$ cat src/gdoy_pkg.sv
`timescale 1ns / 1ps
// ----------------------------------------------------------------------------
// gdoy_pkg
// Shared widths, constants, status codes and month tables for the Gregorian
// date to aligned year and day-in-year converter.
// ----------------------------------------------------------------------------
package gdoy_pkg;

    localparam int YEAR_BITS  = 14;
    localparam int MONTH_W    = 4;
    localparam int DAY_W      = 6;
    localparam int DOY_W      = 9;
    localparam int STATUS_W   = 2;
    localparam int IN_DATA_W  = 24;
    localparam int OUT_DATA_W = 32;

    // year + 4800 and year + 4900 stay below 2**YEAR_BITS for accepted years
    localparam int K_W     = YEAR_BITS;
    localparam int A_W     = 25;          // 1461 * (k + 4800)
    localparam int Q100_W  = 8;           // (k + 4900) / 100
    localparam int JD_W    = 23;          // julian day number minus one
    localparam int CYC_W   = 12;          // four-year cycle count
    localparam int RCP_W   = 22;
    localparam int L_W     = 11;          // day within the four-year cycle
    localparam int R_W     = 12;          // uncorrected remainder, below 2 * 1461

    localparam logic [STATUS_W-1:0] STATUS_OK        = 2'd0;
    localparam logic [STATUS_W-1:0] STATUS_BAD_YEAR  = 2'd1;
    localparam logic [STATUS_W-1:0] STATUS_BAD_MONTH = 2'd2;
    localparam logic [STATUS_W-1:0] STATUS_BAD_DAY   = 2'd3;

    localparam int MIN_YEAR     = -4711;
    localparam int CYCLE_DAYS   = 1461;
    localparam int JD_OFFSET    = 30661;  // 30660 plus the one taken off jd
    localparam int YEAR_OFFSET  = 4716;

    // floor(x / 100) = (x * 5243) >> 19 for x below 43690
    localparam int RECIP_100    = 5243;
    localparam int RECIP_100_SH = 19;

    // floor(2**32 / 1461), estimate is the quotient or one below it
    localparam logic [RCP_W-1:0] RECIP_1461 = 22'd2939744;
    localparam int RECIP_1461_SH = 32;

    typedef struct packed {
        logic s4;
        logic s5;
        logic s6;
    } split_en_t;

    // (367 * (m - 2 + 12 * adj)) / 12 for each month
    function automatic logic [8:0] month_term(input logic [MONTH_W-1:0] m);
        logic [8:0] v;
        unique case (m)
            4'd1:    v = 9'd336;
            4'd2:    v = 9'd367;
            4'd3:    v = 9'd30;
            4'd4:    v = 9'd61;
            4'd5:    v = 9'd91;
            4'd6:    v = 9'd122;
            4'd7:    v = 9'd152;
            4'd8:    v = 9'd183;
            4'd9:    v = 9'd214;
            4'd10:   v = 9'd244;
            4'd11:   v = 9'd275;
            4'd12:   v = 9'd305;
            default: v = 9'd0;
        endcase
        return v;
    endfunction

    // month length in a common year
    function automatic logic [4:0] month_len(input logic [MONTH_W-1:0] m);
        logic [4:0] v;
        unique case (m) inside
            4'd2:                     v = 5'd28;
            4'd4, 4'd6, 4'd9, 4'd11:  v = 5'd30;
            default:                  v = 5'd31;
        endcase
        return v;
    endfunction

endpackage

$ cat src/gdoy_cycle_split.sv
`timescale 1ns / 1ps
// ----------------------------------------------------------------------------
// gdoy_cycle_split
// Three-stage split of a julian day number into four-year cycles: reciprocal
// multiply, remainder, then correction and year-in-cycle.
// ----------------------------------------------------------------------------
module gdoy_cycle_split (
    input  logic                     aclk,
    input  gdoy_pkg::split_en_t      en,
    input  logic [gdoy_pkg::JD_W-1:0] jd_m1,
    output logic [gdoy_pkg::CYC_W-1:0] cyc,
    output logic [gdoy_pkg::L_W-1:0]   lday,
    output logic [1:0]                 nyear
);
    import gdoy_pkg::*;

    localparam int PROD_W = JD_W + RCP_W;

    logic [CYC_W-1:0]  s4_q_reg;
    logic [JD_W-1:0]   s4_jd_reg;
    logic [R_W-1:0]    s5_r_reg;
    logic [CYC_W-1:0]  s5_q_reg;
    logic [CYC_W-1:0]  s6_cyc_reg;
    logic [L_W-1:0]    s6_l_reg;
    logic [1:0]        s6_n_reg;

    logic [JD_W-1:0]   r_full;
    logic [R_W-1:0]    r_fix;
    logic [CYC_W-1:0]  q_fix;
    logic [1:0]        n_next;

    always_ff @(posedge aclk) begin
        if (en.s4) begin
            s4_q_reg  <= CYC_W'((PROD_W'(jd_m1) * PROD_W'(RECIP_1461)) >> RECIP_1461_SH);
            s4_jd_reg <= jd_m1;
        end
    end

    assign r_full = s4_jd_reg - JD_W'(JD_W'(s4_q_reg) * JD_W'(CYCLE_DAYS));

    always_ff @(posedge aclk) begin
        if (en.s5) begin
            s5_r_reg <= r_full[R_W-1:0];
            s5_q_reg <= s4_q_reg;
        end
    end

    always_comb begin
        if (s5_r_reg >= R_W'(CYCLE_DAYS)) begin
            r_fix = s5_r_reg - R_W'(CYCLE_DAYS);
            q_fix = s5_q_reg + CYC_W'(1);
        end else begin
            r_fix = s5_r_reg;
            q_fix = s5_q_reg;
        end
        // last day of a cycle (r = 1460) belongs to the fourth year
        if (r_fix >= R_W'(1095))
            n_next = 2'd3;
        else if (r_fix >= R_W'(730))
            n_next = 2'd2;
        else if (r_fix >= R_W'(365))
            n_next = 2'd1;
        else
            n_next = 2'd0;
    end

    always_ff @(posedge aclk) begin
        if (en.s6) begin
            s6_cyc_reg <= q_fix;
            s6_l_reg   <= L_W'(r_fix) + L_W'(1);
            s6_n_reg   <= n_next;
        end
    end

    assign cyc   = s6_cyc_reg;
    assign lday  = s6_l_reg;
    assign nyear = s6_n_reg;

endmodule

$ cat src/gregorian_date_to_day_of_year_core.sv
`timescale 1ns / 1ps
// ----------------------------------------------------------------------------
// gregorian_date_to_day_of_year_core
// Gregorian date to year and day-in-year of a century-aligned julian calendar.
// ----------------------------------------------------------------------------
// pipeline: seven register stages from input accept to output (date terms,
//   constant multiplies, jd sum, 1461 split x3, output)
// throughput: one item per cycle; each stage stalls only when the one after
//   it is full and held
// reset: clears every stage valid bit and sets century default enable to 1
// ----------------------------------------------------------------------------
module gregorian_date_to_day_of_year_core (
    input  logic                           aclk,
    input  logic                           aresetn,
    input  logic                           cfg_we,
    input  logic                           cfg_wdata,
    input  logic                           s_tvalid,
    output logic                           s_tready,
    // greg_year [13:0], greg_month [17:14], greg_day [23:18]
    input  logic [gdoy_pkg::IN_DATA_W-1:0]  s_tdata,
    output logic                           m_tvalid,
    input  logic                           m_tready,
    // aligned_year [13:0], day_in_year [22:14], status [24:23], zero [31:25]
    output logic [gdoy_pkg::OUT_DATA_W-1:0] m_tdata
);
    import gdoy_pkg::*;

    localparam int KW = YEAR_BITS + 2;
    localparam logic signed [YEAR_BITS-1:0] Y_MIN = YEAR_BITS'(MIN_YEAR);
    localparam logic signed [YEAR_BITS-1:0] Y_2000 = YEAR_BITS'(2000);
    localparam logic signed [YEAR_BITS-1:0] Y_1900 = YEAR_BITS'(1900);
    localparam logic signed [YEAR_BITS-1:0] Y_49 = YEAR_BITS'(49);
    localparam logic signed [YEAR_BITS-1:0] Y_99 = YEAR_BITS'(99);
    localparam int PC_W = K_W + 13;

    logic cen_def_reg;

    logic [7:1] vld_reg;
    logic [7:1] vld_in;
    logic [7:1] en;

    // stage 1 inputs
    logic signed [YEAR_BITS-1:0] y_in;
    logic signed [YEAR_BITS-1:0] y_def;
    logic [MONTH_W-1:0]          m_in;
    logic [DAY_W-1:0]            d_in;
    logic                        adj;
    logic signed [KW-1:0]        k_wide;
    logic signed [KW-1:0]        u_wide;
    logic [STATUS_W-1:0]         st_in;

    logic [K_W-1:0]      s1_kp_reg;
    logic [K_W-1:0]      s1_kc_reg;
    logic [K_W-1:0]      s1_u_reg;
    logic [8:0]          s1_b_reg;
    logic [DAY_W-1:0]    s1_d_reg;
    logic [4:0]          s1_mlen_reg;
    logic                s1_feb_reg;
    logic [STATUS_W-1:0] s1_st_reg;

    logic [A_W-1:0]      s2_a_reg;
    logic [Q100_W-1:0]   s2_qc_reg;
    logic [Q100_W-1:0]   s2_qu_reg;
    logic [K_W-1:0]      s2_u_reg;
    logic [8:0]          s2_b_reg;
    logic [DAY_W-1:0]    s2_d_reg;
    logic [4:0]          s2_mlen_reg;
    logic                s2_feb_reg;
    logic [STATUS_W-1:0] s2_st_reg;

    logic [JD_W-1:0]     jd_next;
    logic [9:0]          c3;
    logic [K_W-1:0]      rem100;
    logic                leap;
    logic [4:0]          mlen;
    logic [STATUS_W-1:0] st3;

    logic [JD_W-1:0]     s3_jd_reg;
    logic [STATUS_W-1:0] s3_st_reg;
    logic [STATUS_W-1:0] s4_st_reg;
    logic [STATUS_W-1:0] s5_st_reg;
    logic [STATUS_W-1:0] s6_st_reg;

    split_en_t           split_en;
    logic [CYC_W-1:0]    cyc;
    logic [L_W-1:0]      lday;
    logic [1:0]          nyear;

    logic [8:0]          t_day;
    logic                mm;
    logic [2:0]          yi;
    logic [DOY_W-1:0]    nd;
    logic [YEAR_BITS-1:0] ny;

    logic [YEAR_BITS-1:0] s7_year_reg;
    logic [DOY_W-1:0]     s7_doy_reg;
    logic [STATUS_W-1:0]  s7_st_reg;

    // configuration register
    always_ff @(posedge aclk) begin
        if (!aresetn) begin
            cen_def_reg <= 1'b1;
        end else if (cfg_we) begin
            cen_def_reg <= cfg_wdata;
        end
    end

    // stage handshake: a stage takes new data when empty or when it moves on
    always_comb begin
        en[7] = !vld_reg[7] || m_tready;
        for (int i = 6; i >= 1; i--) begin
            en[i] = !vld_reg[i] || en[i+1];
        end
    end

    assign vld_in = {vld_reg[6:1], s_tvalid};

    always_ff @(posedge aclk) begin
        if (!aresetn) begin
            vld_reg <= '0;
        end else begin
            for (int i = 1; i <= 7; i++) begin
                if (en[i]) begin
                    vld_reg[i] <= vld_in[i];
                end
            end
        end
    end

    assign s_tready = en[1];
    assign m_tvalid = vld_reg[7];

    // stage 1: century default, range checks, month terms
    assign y_in = signed'(s_tdata[YEAR_BITS-1:0]);
    assign m_in = s_tdata[YEAR_BITS +: MONTH_W];
    assign d_in = s_tdata[YEAR_BITS+MONTH_W +: DAY_W];

    always_comb begin
        y_def = y_in;
        if (cen_def_reg && y_in >= 0 && y_in <= Y_99) begin
            y_def = (y_in <= Y_49) ? y_in + Y_2000 : y_in + Y_1900;
        end
        adj    = (m_in <= MONTH_W'(2));
        u_wide = KW'(y_def) + KW'(4800);
        k_wide = u_wide - KW'(adj);
        if (y_def < Y_MIN)
            st_in = STATUS_BAD_YEAR;
        else if (m_in == MONTH_W'(0) || m_in > MONTH_W'(12))
            st_in = STATUS_BAD_MONTH;
        else
            st_in = STATUS_OK;
    end

    always_ff @(posedge aclk) begin
        if (en[1]) begin
            s1_kp_reg   <= k_wide[K_W-1:0];
            s1_kc_reg   <= k_wide[K_W-1:0] + K_W'(100);
            s1_u_reg    <= u_wide[K_W-1:0];
            s1_b_reg    <= month_term(m_in);
            s1_d_reg    <= d_in;
            s1_mlen_reg <= month_len(m_in);
            s1_feb_reg  <= (m_in == MONTH_W'(2));
            s1_st_reg   <= st_in;
        end
    end

    // stage 2: constant multiplies
    always_ff @(posedge aclk) begin
        if (en[2]) begin
            s2_a_reg    <= A_W'(s1_kp_reg) * A_W'(CYCLE_DAYS);
            s2_qc_reg   <= Q100_W'((PC_W'(s1_kc_reg) * PC_W'(RECIP_100)) >> RECIP_100_SH);
            s2_qu_reg   <= Q100_W'((PC_W'(s1_u_reg) * PC_W'(RECIP_100)) >> RECIP_100_SH);
            s2_u_reg    <= s1_u_reg;
            s2_b_reg    <= s1_b_reg;
            s2_d_reg    <= s1_d_reg;
            s2_mlen_reg <= s1_mlen_reg;
            s2_feb_reg  <= s1_feb_reg;
            s2_st_reg   <= s1_st_reg;
        end
    end

    // stage 3: julian day number, leap rule and day check
    always_comb begin
        c3      = (10'(s2_qc_reg) * 10'd3) >> 2;
        jd_next = JD_W'(s2_a_reg >> 2) + JD_W'(s2_b_reg) + JD_W'(s2_d_reg)
                - JD_W'(c3) - JD_W'(JD_OFFSET);
        // year + 4800 keeps divisibility by 4, 100 and 400
        rem100  = s2_u_reg - K_W'(K_W'(s2_qu_reg) * K_W'(100));
        leap    = (s2_u_reg[1:0] == 2'b00)
               && ((rem100 != '0) || (s2_qu_reg[1:0] == 2'b00));
        mlen    = s2_mlen_reg + 5'(s2_feb_reg && leap);
        if (s2_st_reg != STATUS_OK)
            st3 = s2_st_reg;
        else if (s2_d_reg == '0 || s2_d_reg > DAY_W'(mlen))
            st3 = STATUS_BAD_DAY;
        else
            st3 = STATUS_OK;
    end

    always_ff @(posedge aclk) begin
        if (en[3]) begin
            s3_jd_reg <= jd_next;
            s3_st_reg <= st3;
        end
    end

    // stages 4 to 6: four-year cycle split
    assign split_en.s4 = en[4];
    assign split_en.s5 = en[5];
    assign split_en.s6 = en[6];

    gdoy_cycle_split u_split (
        .aclk  (aclk),
        .en    (split_en),
        .jd_m1 (s3_jd_reg),
        .cyc   (cyc),
        .lday  (lday),
        .nyear (nyear)
    );

    always_ff @(posedge aclk) begin
        if (en[4]) s4_st_reg <= s3_st_reg;
        if (en[5]) s5_st_reg <= s4_st_reg;
        if (en[6]) s6_st_reg <= s5_st_reg;
    end

    // stage 7: year in cycle, day in year, output register
    always_comb begin
        t_day = 9'(lday - L_W'(L_W'(nyear) * L_W'(365)));
        // days from january onward spill into the next julian year
        mm    = (t_day >= 9'd307);
        yi    = 3'(nyear) + 3'(mm);
        if (mm)
            nd = t_day - 9'd306;
        else
            nd = t_day + 9'd59 + 9'(nyear == 2'd0);
        ny    = YEAR_BITS'({cyc, 2'b00}) + YEAR_BITS'(yi) - YEAR_BITS'(YEAR_OFFSET);
    end

    always_ff @(posedge aclk) begin
        if (en[7]) begin
            s7_st_reg <= s6_st_reg;
            if (s6_st_reg == STATUS_BAD_YEAR || s6_st_reg == STATUS_BAD_MONTH) begin
                s7_year_reg <= '0;
                s7_doy_reg  <= '0;
            end else begin
                s7_year_reg <= ny;
                s7_doy_reg  <= nd;
            end
        end
    end

    assign m_tdata = {{(OUT_DATA_W-YEAR_BITS-DOY_W-STATUS_W){1'b0}},
                      s7_st_reg, s7_doy_reg, s7_year_reg};

endmodule
$ cat config.mk
export PLATFORM = sky130hd
export DESIGN_NAME = gregorian_date_to_day_of_year_core
export DESIGN_NICKNAME = d
export VERILOG_FILES = /design/src/gdoy_pkg.sv /design/src/gdoy_cycle_split.sv /design/src/gregorian_date_to_day_of_year_core.sv
export SDC_FILE = /design/constraint.sdc
export NUM_CORES = 2
export LEC_CHECK = 0
export BUFFER_PORTS_ARGS = -buffer_cell sky130_fd_sc_hd__clkbuf_2
export CORE_MARGIN = 2
export CORE_UTILIZATION = 40
export DETAILED_ROUTE_END_ITERATION = 16
export HOLD_SLACK_MARGIN = 0.05
export PLACE_DENSITY_LB_ADDON = 0.1
export SLEW_MARGIN = 25
export SYNTH_ARGS = -nofsm -noshare
export SYNTH_HDL_FRONTEND = slang
export SYNTH_HIERARCHICAL = 1
export SYNTH_SLANG_ARGS = --single-unit
$ cat constraint.sdc
create_clock -name aclk -period 7.4 [get_ports aclk]
set_input_delay 0.37 -clock aclk [delete_from_list [all_inputs] [get_ports aclk]]
set_output_delay 0.37 -clock aclk [all_outputs]
set_load 0.02 [all_outputs]
-- Word level (Yosys, flattened, before mapping)
Memories as Yosys holds them, arrays and structs flattened. A register that Yosys moved wholly into a read port is not among the register bits.
Cells that the tools add are included.
- add/sub/neg operators: 22
- multipliers: 8
- div/mod/pow operators: 0
- magnitude comparators: 12
- eq/ne operators: 7
- shift operators: 0
- multiplexer cells: 11
- bitwise logic cells: 0
- reduce and logical (&&, ||, !) cells: 31
- operator list (operator ; number):
    14-bit by 13-bit multiplier with 27-bit output (second input constant) ; 2
    23-bit by 17-bit multiplier with 39-bit output (second input constant) ; 1
    14-bit by 12-bit adder with 14-bit output (second input constant) ; 2
    14-bit 2-to-1 mux ; 2
    14-bit by 11-bit multiplier with 25-bit output (second input constant) ; 1
    12-bit by 11-bit >= comparator with 1-bit output (second input constant) ; 2
    12-bit 2-to-1 mux ; 2
    23-bit by 6-bit adder with 23-bit output ; 1
    23-bit by 9-bit adder with 23-bit output ; 1
    23-bit by 15-bit subtractor with 23-bit output (second input constant) ; 1
    23-bit by 8-bit subtractor with 23-bit output ; 1
    14-bit adder (second input constant) ; 1
    14-bit by 3-bit adder with 14-bit output ; 1
    14-bit by 7-bit adder with 14-bit output (second input constant) ; 1
    14-bit by 1-bit >= comparator with 1-bit output (second input constant) ; 1
    14-bit by 7-bit less-or-equal comparator with 1-bit output (second input constant) ; 1
    14-bit by 8-bit less-or-equal comparator with 1-bit output (second input constant) ; 1
    14-bit less-than comparator (second input constant) ; 1
    14-bit nonzero test ; 1
    14-bit by 13-bit subtractor with 14-bit output (second input constant) ; 1
    14-bit subtractor ; 1
    14-bit by 2-bit subtractor with 14-bit output ; 1
    12-bit by 1-bit adder with 12-bit output (second input constant) ; 1
    12-bit by 10-bit >= comparator with 1-bit output (second input constant) ; 1
    other kinds (36) ; 62
- flip-flop bits (word level): 269
- bits in latches: 0
- bits in writable memories: 0
- ROM bits: 144
- bits of input ports: 30
- output and inout port bits: 34
- word-level logic and storage cells: 132
- memories kept: 1
- memory list (memory ; words ; bits a word ; rd ports ; clocked after memory_dff ; write ports ; RTL line ; source):
    (no name shown) ; 16 ; 9 ; 1 ; 1 ; 0 ; gdoy_pkg.sv:54 ; unique case (m)

-- Depth between registers and ports, before layout
- depth in word-level cells: 11
- depth in mapped cells: 27
- gate-level depth less buffers: 27

-- By module
The synthesis kept the hierarchy.
- modules (own cells, without submodules) (module ; times used ; cells each ; area each (um^2) ; seq. area each (um^2)):
    gregorian_date_to_day_of_year_core ; 1 ; 1905 ; 20941.3 ; 5835.6
    gdoy_cycle_split ; 1 ; 1137 ; 12144.1 ; 2192.1

-- Worst setup path after synthesis
No wires, ideal clock.
- path type: register to register
- start point: reg s3_jd_reg[14]
- end point: reg u_split.s4_q_reg[11] (data pin)
- library setup time: 0.260 ns
- data arrival time: 5.249 ns
- data required time: 7.140 ns
- setup slack: 1.891 ns
- cell stages (with the launch flop): 20
- buffers on the path: 0
- period minus slack after synthesis: 5.509 ns
- cell sequence: edfxtp_1 -> ha_1 -> fa_1 -> inv_1 -> fa_1 -> inv_1 -> fa_1 -> fa_1 -> inv_1 -> fa_1 -> inv_1 -> ha_1 -> and3_1 -> nand3_1 -> a211oi_1 -> o211ai_1 -> and3_1 -> o31ai_1 -> a21oi_1 -> xnor2_1
- word-level cells in the longest chain between the ends: 1
- ends and longest elaborated chain (what ; RTL line ; source):
    start: declaration ; gregorian_date_to_day_of_year_core.sv:78 ; logic [JD_W-1:0] s3_jd_reg;
    start signal: assignment ; gregorian_date_to_day_of_year_core.sv:202 ; s3_jd_reg <= jd_next;
    23-bit by 17-bit multiplier with 39-bit output ; gdoy_cycle_split.sv:34 ; s4_q_reg <= CYC_W'((PROD_W'(jd_m1) * PROD_W'(RECIP_1461)) >> RECIP_1461_SH);
    end signal: assignment ; gdoy_cycle_split.sv:34 ;
    end: declaration ; gdoy_cycle_split.sv:19 ; logic [CYC_W-1:0] s4_q_reg;
Every way passes these cells.
A chain may end at the register's enable or synchronous reset.

-- Worst setup path in the final report
- start point: reg s3_jd_reg[11]
- end point: reg u_split.s4_q_reg[11] (data pin)
Same word-level chain as after synthesis.

==> Flow_metrics.wiki <==
{| class="wikitable"
! Metric !! Value
|-
| Worst slew margin relative to its limit || 0.365
|-
| Final HPWL from detailed placement || 60,300 um
|-
| Pin count of the biggest net entering global routing || 74
|-
| Via-per-instance ratio || 4.84
|-
| Worst-Skew Late Latency || 0.55 ns
|-
| Global-route usage over all layers || 0.172
|-
| Measured slew at the worst slew-check pin || 0.952 ns
|-
| Share of final-layout standard cells stronger than drive strength 1 || 0.0511
|-
| Maximum clock insertion buffer count || 3
|-
| Sum Neg Setup Slack || 0 ns
|-
| Post-layout min period || 6.05 ns
|-
| First-pass GRT wire length || 117,000 um
|-
| Clock-pin transition on the worst setup and hold timing paths || 0.06 ns
|-
| Number of DRC violations after detailed routing || 0
|-
| Post-synthesis cell count || 3,035
|-
| Number of instances on the worst hold path || 3
|-
| Die Footprint || 84,800 um2
|-
| Share of the clock period used by the worst path || 0.818
|-
| Total detailed-routing wirelength || 69,600 um
|-
| Number of synthesis warnings || 6
|-
| Setup repair after global routing missed its margin || false
|-
| Iter 0 DRT Violations || 638
|-
| Via count of the first global-routing pass || 23,000
|-
| Register-to-register setup slack || 1.35 ns
|-
| Final number of hold-violating endpoints || 0
|-
| Clock root cell || clkbuf_16
|-
| Arrival time at the worst endpoint || 6.36 ns
|-
| Die Span X || 291 um
|-
| Via count || 20,400
|-
| CTS H-Tree Depth || 2
|-
| Kind of start point of the critical path || register
|-
| Antenna violations before repair || 1
|-
| WS Path Type || register to register
|-
| Floorplan core area || 81,800 um2
|-
| Diodes inserted || 0
|-
| Outcome || finished, final reports clean
|-
| Antenna Violating Nets Remaining || 0
|-
| Number of max-cap violations || 0
|-
| Final worst clock skew || 0.0171 ns
|-
| Number of failing setup endpoints in the final timing report || 0
|-
| Max Fanout on Critical Path || 8
|-
| Required time reported for the critical path endpoint || 7.70 ns
|-
| Global placement routability congestion || 0.847
|-
| Aggregate global routing overflow || 0
|-
| Worst hold-check path type || primary input to register
|-
| Synthesis-to-layout area growth || 8.50%
|-
| Clock tree from TritonCTS || built
|-
| Final #Nets || 4,170
|-
| Starting density of the core || 0.403
|-
| Count of standard-cell rows || 105
|-
| Netlist area before placement || 33,000 um2
|-
| Number of search-and-repair iterations in the first detailed-routing pass || 4
|-
| IO Count || 64
|-
| Maximum frequency from static timing analysis || 165 MHz
|-
| Critical Path Sink Type || register
|-
| Avg Cell Area, Syn || 10.9 um2
|-
| I/O Buffers || 56
|-
| Max-slew violation total from the final report || 0
|-
| Sink count of the clock tree || 268
|-
| Cells on worst reg2reg path || 19
|-
| Die Y-Extent || 291 um
|-
| Number of buffers inserted during clock tree synthesis || 37
|-
| Average detailed-routed wire length per instance || 16.5 um
|}
-- routing by layer --
metal	share of wire	vias to the layer above	wire, um	track usage
li1	-	10100	-	-
met1	0.41	10000	28800	0.199
met2	0.53	213	37100	0.329
met3	0.025	99	1710	0.0209
met4	0.029	0	2020	0.0504
met5	0	-	0	0
-- critical path: stages (launching register included) --
cell and delay, ns:
edfxtp_1 0.58, ha_1 0.47, fa_1 0.53, inv_1 0.05
fa_1 0.49, inv_1 0.05, fa_1 0.46, fa_1 0.54
inv_1 0.05, fa_1 0.53, inv_1 0.04, ha_1 0.30
and3_1 0.18, nand3_1 0.08, a211oi_1 0.36, o211ai_1 0.22
and3_1 0.24, o31ai_1 0.35, a21oi_1 0.14, xnor2_1 0.13
-- timing repair --
item / in CTS / in global routing
endpoints found under the hold margin: 7 / 0
gates resized for setup: 0 / 0
buffers inserted: 0 / 0
hold buffers: 8 / 0
-- path summary, 6_finish.rpt --
| check | start | to |
|---|---|---|
| hold / removal | s_tvalid | vld_reg[1] |
| hold reg to reg | s5_st_reg[1] | s6_st_reg[1] |
| setup reg to reg | s3_jd_reg[11] | u_split/s4_q_reg[11] |
| setup / recovery | s3_jd_reg[11] | u_split/s4_q_reg[11] |
-- layout make-up --
class,count,area (um2)
Fill cell,7738,46100
Inverter,757,2840
Clock inverter,16,196
Sequential cell,268,7970
Tap cell,1070,1340
Multi-Input combinational cell,1989,22100
Clock buffer,49,992
Timing Repair Buffer,70,405
-- cells in the final DEF (no fill, tap or decap), types with 8 or more instances in the layout --
cell / instances
ha_1: 618
clkbuf_1: 11
clkbuf_16: 38
dfxtp_1: 8
edfxtp_1: 260
a31oi_1: 17
xnor2_1: 133
nor3_1: 42
mux2i_1: 10
nor2_1: 126
a21o_1: 40
nor2b_1: 24
nand2b_1: 12
dlygate4sd3_1: 8
o211ai_1: 16
xor2_1: 57
inv_1: 752
a211oi_1: 11
clkbuf_2: 56
o21a_1: 26
a21oi_1: 100
nand3_1: 37
or3_1: 12
fa_1: 399
o21ai_0: 51
and2_1: 11
o21bai_1: 21
and3_1: 16
nand2_1: 70
-- through the flow --
step | cells | setup slack [ns] | cell area [um2] | utilization | hold slack (ns)
final | 4219 | 1.35 | 35800 | 0.437 | 0.0817
after global routing | 4219 | 0.976 | 35800 | 0.437 | 0.0535
after CTS | 4219 | 1.21 | 35800 | 0.437 | 0.0504
after detailed placement | 4146 | 1.24 | 34500 | 0.422 | 0.405
after global placement | 4146 | 1.24 | 34500 | 0.422 | 0.403
after floorplan | 3041 | 1.89 | 33000 | - | 0.400
Power is left out: the tool's default activity adds up to more than one toggle a clock period on the data nets, which glitch-free logic cannot reach.
